**config.mk**
```make
export PLATFORM = sky130hd
export DESIGN_NAME = srb_cell
export DESIGN_NICKNAME = d
export VERILOG_FILES = /design/src/hdl/srb_pkg.sv /design/src/hdl/srb_cell.sv
export SDC_FILE = /design/constraint.sdc
export NUM_CORES = 1
export LEC_CHECK = 0
export BUFFER_PORTS_ARGS = -buffer_cell sky130_fd_sc_hd__buf_2
export CORE_AREA = 2 2 141 143
export DETAILED_ROUTE_END_ITERATION = 10
export DIE_AREA = 0 0 143 145
export SYNTH_ARGS = -nofsm -noshare
export SYNTH_HDL_FRONTEND = slang
export SYNTH_SLANG_ARGS = --single-unit
```
**constraint.sdc**
```tcl
create_clock -name clk_i -period 1.75 [get_ports clk_i]
set_input_delay 0.35 -clock clk_i [delete_from_list [all_inputs] [get_ports clk_i]]
set_output_delay 0.35 -clock clk_i [all_outputs]
set_load 0.005 [all_outputs]
```
**src/hdl/srb_pkg.sv**
```systemverilog
`default_nettype none

package srb_pkg;

  localparam logic [1:0] MODE_PUSH  = 2'd0;
  localparam logic [1:0] MODE_POP   = 2'd1;
  localparam logic [1:0] MODE_CLEAR = 2'd2;

  localparam logic [1:0] ST_OK        = 2'd0;
  localparam logic [1:0] ST_NOT_READY = 2'd1;
  localparam logic [1:0] ST_FULL      = 2'd2;
  localparam logic [1:0] ST_DUP       = 2'd3;

  typedef struct packed {
    logic [1:0]  mode;
    logic [31:0] packet_id;
    logic [15:0] packet_size;
    logic [31:0] packet_handle;
  } in_pkt_t;

  typedef struct packed {
    logic [1:0]  status;
    logic [31:0] out_handle;
    logic [31:0] out_id;
    logic [15:0] out_size;
    logic [31:0] total_bytes;
    logic [6:0]  held_count;
    logic        next_ready;
  } out_pkt_t;

  typedef struct packed {
    logic [31:0] id;
    logic [15:0] size;
    logic [31:0] handle;
  } slot_t;

  // one-hot in practice: at most one load source per cell
  typedef struct packed {
    logic take_new;
    logic take_left;
    logic take_right;
  } cell_ctrl_t;

endpackage

`default_nettype wire

```
**src/hdl/srb_cell.sv**
```systemverilog
`default_nettype none

module srb_cell
  import srb_pkg::*;
(
  input  wire         clk_i,
  input  wire         rst_ni,
  input  wire         cmp_en_i,
  input  wire         occ_i,
  input  wire  [31:0] cmp_id_i,
  input  wire cell_ctrl_t ctrl_i,
  input  wire slot_t  new_i,
  input  wire slot_t  left_i,
  input  wire slot_t  right_i,
  output slot_t       slot_o,
  output logic        gt_o,
  output logic        eq_o
);

  slot_t slot_q;
  logic  gt_q;
  logic  eq_q;

  always_ff @(posedge clk_i) begin
    if (ctrl_i.take_new) begin
      slot_q <= new_i;
    end else if (ctrl_i.take_left) begin
      slot_q <= left_i;
    end else if (ctrl_i.take_right) begin
      slot_q <= right_i;
    end
  end

  always_ff @(posedge clk_i or negedge rst_ni) begin
    if (!rst_ni) begin
      gt_q <= 1'b0;
      eq_q <= 1'b0;
    end else if (cmp_en_i) begin
      gt_q <= occ_i && (slot_q.id > cmp_id_i);
      eq_q <= occ_i && (slot_q.id == cmp_id_i);
    end
  end

  assign slot_o = slot_q;
  assign gt_o   = gt_q;
  assign eq_o   = eq_q;

endmodule

`default_nettype wire

```
# Word-level counts from Yosys, hierarchy flattened
# Cells that the tools add are included.
[classes]
addsub = 0
n_mul = 0
div_mod_pow = 0
order_cmp = 1
eq_ne = 1
shift = 0
n_mux = 3
bitwise = 0
reduce_logical = 3
[op_table]
columns = ["cell", "n"]
rows = [
  ["80-bit two-way mux", 3],
  ["32-bit equality test", 1],
  ["32-bit greater-than comparator", 1],
  ["3-bit nonzero test", 1],
  ["1-bit logical AND", 2],
]
[totals]
register_bits = 82
latch_bits = 0
ram_bits = 0
rom_bits = 0
in_bits = 279
output_inout_bits = 82
elab_cells = 13
memories = 0

# Longest topological paths before layout
[logic_depth]
ltp_word = 3
ltp_mapped = 7
ltp_nobuf = 7

# Worst setup path before layout
# No wires, ideal clock.
[synth_timing]
kind = "input to register"
start = "in ctrl_i[2] in the netlist's numbering"
end = "reg slot_q, in the netlist slot_o[0], enable pin"
setup_ns = 0.442
arrival_time_ns = 2.439
t_required_ns = 1.308
path_slack_ns = -1.131
path_stages = 3
n_path_buf = 2
path_cell_list = "buf_2 buf_2 or3_1"
[synth_via]
elab_chain_len = 1
[synth_rtl]
columns = ["element", "line_no", "rtl"]
rows = [
  ["start, declared", "srb_cell.sv:11", "input wire cell_ctrl_t ctrl_i,"],
  ["3-bit nonzero test (no source line)", "--", ""],
  ["end signal, assigned", "srb_cell.sv:26", "slot_q <= new_i;"],
  ["end signal, assigned", "srb_cell.sv:28", "slot_q <= left_i;"],
  ["end signal, assigned", "srb_cell.sv:30", "slot_q <= right_i;"],
  ["end, declared", "srb_cell.sv:20", "slot_t slot_q;"],
]
# Every way passes these cells.
# A chain may end at the register's enable or synchronous reset.

# Final worst setup path
[layout_timing]
start = "reg slot_q, in the netlist slot_o[58]"
end = "reg gt_q, in the netlist gt_o"
[layout_via]
elab_chain_len = 2
[layout_rtl]
columns = ["element", "line_no", "rtl"]
rows = [
  ["32-bit greater-than comparator", "srb_cell.sv:39", "gt_q <= occ_i && (slot_q.id > cmp_id_i);"],
  ["1-bit logical AND", "srb_cell.sv:39", ""],
  ["end signal, assigned", "srb_cell.sv:39", ""],
  ["end, declared", "srb_cell.sv:21", "logic gt_q;"],
]
# Every way passes these cells.

==> run summary <==
f_max: 561 MHz
FP Rows: 51
Area Overhead vs Synth: 54.0%
drt via density: 4.25
maximum vdd drop: 388 uV
CTS tree: done
Clk network pwr share: 0.330
storage element area: 2450 um^2
drt wl/cell: 14.0 um
part of the cycle the worst path needs: 1.02
Clock Tree Buf Depth: 2
Worst Setup Slack, final: -0.0311 ns
Synthesis Warnings: 0
final setup violation count: 1
area of the multi-input gates: 2330 um^2
Worst-Skew Late Latency: 0.34 ns
switching part of the total power: 0.263
Synth Instances: 467
area leader, netlist: edfxtp_1
grt total ovfl: 0
DR vias: 4689
Worst path max stage delay: 0.40 ns
Yosys top cell area share: 0.488
Reg clk slew, reported paths: 0.06 ns
Fillers: 1941
Initial Utilization: 0.256
NetSw: 1.51 mW
largest net degree at the start of global routing: 78
ys async rst share: 0.0244
post-synthesis sequential area ratio: 0.498
share of cells above drive strength 1: 0.488
min Tclk post-route: 1.78 ns
violated checks: setup timing
final-stage net count: 1144
placed cell areas: 7130 um^2
Critical Path AT: 1.98 ns
cell family with most CP delay: compound AO/OA/AOI/OAI gates
Die ar.: 20700 um^2
Die X: 143 um
syn nets: 778
GRT Total Usage: 0.145
Worst Setup End Kind: flip-flop
Hold Path Class: in -> reg
first-pass detailed-route iteration total: 4
RSZ-0062 raised after global routing: true
syn_area_per_cell: 10.5 um^2
P_int: 4.23 mW
Buf/Inv on CP: 0
Post-Place Cells: 1079
Non-Filler Instances: 1104
part of the power in combinational logic: 0.234
clk sinks: 82
Netlist cell types: 30
synth top area cells: edfxtp_1 (49%), mux2i_1 (16%), ha_1 (8.1%)
initial antenna violation count: 1
H-tree lvl count: 3
routability cong.: 0.808
cts bufs inserted: 9
Least-Margin Pin Slew: 0.309 ns
port bufs: 360
final-report hold violation count: 0
Power Density: 756 nW/um^2
Slew headroom: 0.792
Core ar.: 19200 um^2
Total Routed Length: 15500 um
Post-synth EDFFs: 80
Final Hold Slack: 0.278 ns
vias in the first global route: 4643
CP required: 1.95 ns
crit path cell chain: ha_1 > nand4_1 > nor2_1 > a221o_1 > o31ai_2 > a41oi_1
initial detailed-routing violation count: 164
Leakage Power: 3.87 nW
Max FO, Critical Path: 2
critical path launch point type: flip-flop
Seq pwr share: 0.437
CTS Root Cell: clkbuf_16
Die Span Y: 145 um
I/O pin total: 361
Design Area, Final: 7580 um^2
first-pass GRT wire length: 23300 um
final routed DRC violation total: 0
post-route ant nets: 0
Top FF cell, synth: edfxtp_1
CP max-delay cell: edfxtp_1
Max-cap violations: 0
R2R setup slack: -0.03 ns
run status: complete, but fails checks
number of synthesized register bits: 82
CP Class: reg -> reg
skew final: 0.00943 ns
mapped cell area: 4930 um^2
Detailed Place HPWL: 12900 um
Final Max Slew Viols: 0
## state kept, by name (all words and copies together), names as in the netlist
register	cells
slot_o	80
eq_o	1
gt_o	1
## synthesized netlist by cell type (all sizes together), types with 3 or more instances
cell,n
a21o,4
edfxtp,80
o21ai,83
ha,32
a21oi,13
mux2i,80
nand3,4
nand4,6
nor2b,3
nand2,85
clkbuf,16
inv,33
buf,11
## worst paths after layout
kind	cells past startpoint	startpoint	to
worst max-delay path	6	slot_o[58]	gt_o
worst min-delay path	3	occ_i	eq_o
worst max register to register	6	slot_o[58]	gt_o
worst min register to register	2	eq_o	eq_o
max in group asynchronous	2	rst_ni	gt_o
min in group asynchronous	2	rst_ni	eq_o
## repair_timing
item                                    CTS  global route
endpoints found under the hold margin     2             0
hold buffers                              1             0
endpoints found under the setup margin    1             1
gates resized for setup                  10             1
pin swaps                                 9             7
setup buffers                             6             1
## worst register-to-register path: stages, from the launching register on
cell	delay (ns)
edfxtp_1	0.40
ha_1	0.32
nand4_1	0.16
nor2_1	0.06
a221o_1	0.33
o31ai_2	0.25
a41oi_1	0.13
## layer usage
| metal | vias to the layer above | wire, um | global-route usage |
|---|---|---|---|
| met1 | 2050 | 6240 | 0.164 |
| met4 | 0 | 352 | 0.0569 |
| met2 | 195 | 7930 | 0.263 |
| li1 | 2422 | - | - |
| met3 | 22 | 981 | 0.0294 |
| met5 | - | 0 | 0 |
## power groups by stage
stage	Clock [mW]	Combinational (mW)	Sequential, mW
CTS	1.96	1.35	2.51
global placement	0	1.28	2.53
detailed placement	0	1.29	2.54
finish	1.89	1.34	2.50
floorplan	0	0.513	2.56
global route	2.02	1.50	2.53
## final cells by class
cell class                      instances  share of cell area
Antenna cell                            1            0.000330
Clock buffer                           10              0.0302
Clock inverter                          6             0.00874
Inverter                               33              0.0163
Multi-Input combinational cell        325               0.307
Sequential cell                        82               0.323
Tap cell                              265              0.0437
Timing Repair Buffer                  382               0.270
## stage by stage
stage | setup slack, ns | TNS [ns] | total power, mW | utilization
finish | -0.0311 | -0.0311 | 5.74 | 0.395
global route | -0.144 | -0.144 | 6.05 | 0.395
CTS | -0.0432 | -0.0432 | 5.82 | 0.394
detailed placement | -0.236 | -0.236 | 3.84 | 0.371
global placement | -0.223 | -0.223 | 3.82 | 0.371
floorplan | 0.0400 | 0 | 3.08 | -
## kinds of logic (layout without fill, tap and decap cells)
family / count (synthesis) / in the layout / synth area share
AOI/OAI and AO/OA: 107 / 107 / 0.115
adders and majority gates: 32 / 32 / 0.0813
buffers and inverters: 60 / 431 / 0.0485
DFF: 82 / 82 / 0.498
muxes: 80 / 80 / 0.163
other: 0 / 1 / 0
and+or+nand+nor: 106 / 106 / 0.0945
## placed cells by master (no fill, tap or decap), drive strengths merged, types with 2 or more instances in the layout
cell type / n
buf: 381
nand2: 85
o21ai: 83
mux2i: 80
edfxtp: 80
inv: 34
ha: 32
a21oi: 13
clkbuf: 10
nand4: 6
nand3: 4
a21o: 4
nor2b: 3
nor4: 2
clkinvlp: 2
dfrtp: 2
or3: 2
clkinv: 2
Power figures use the tool's default switching activity.
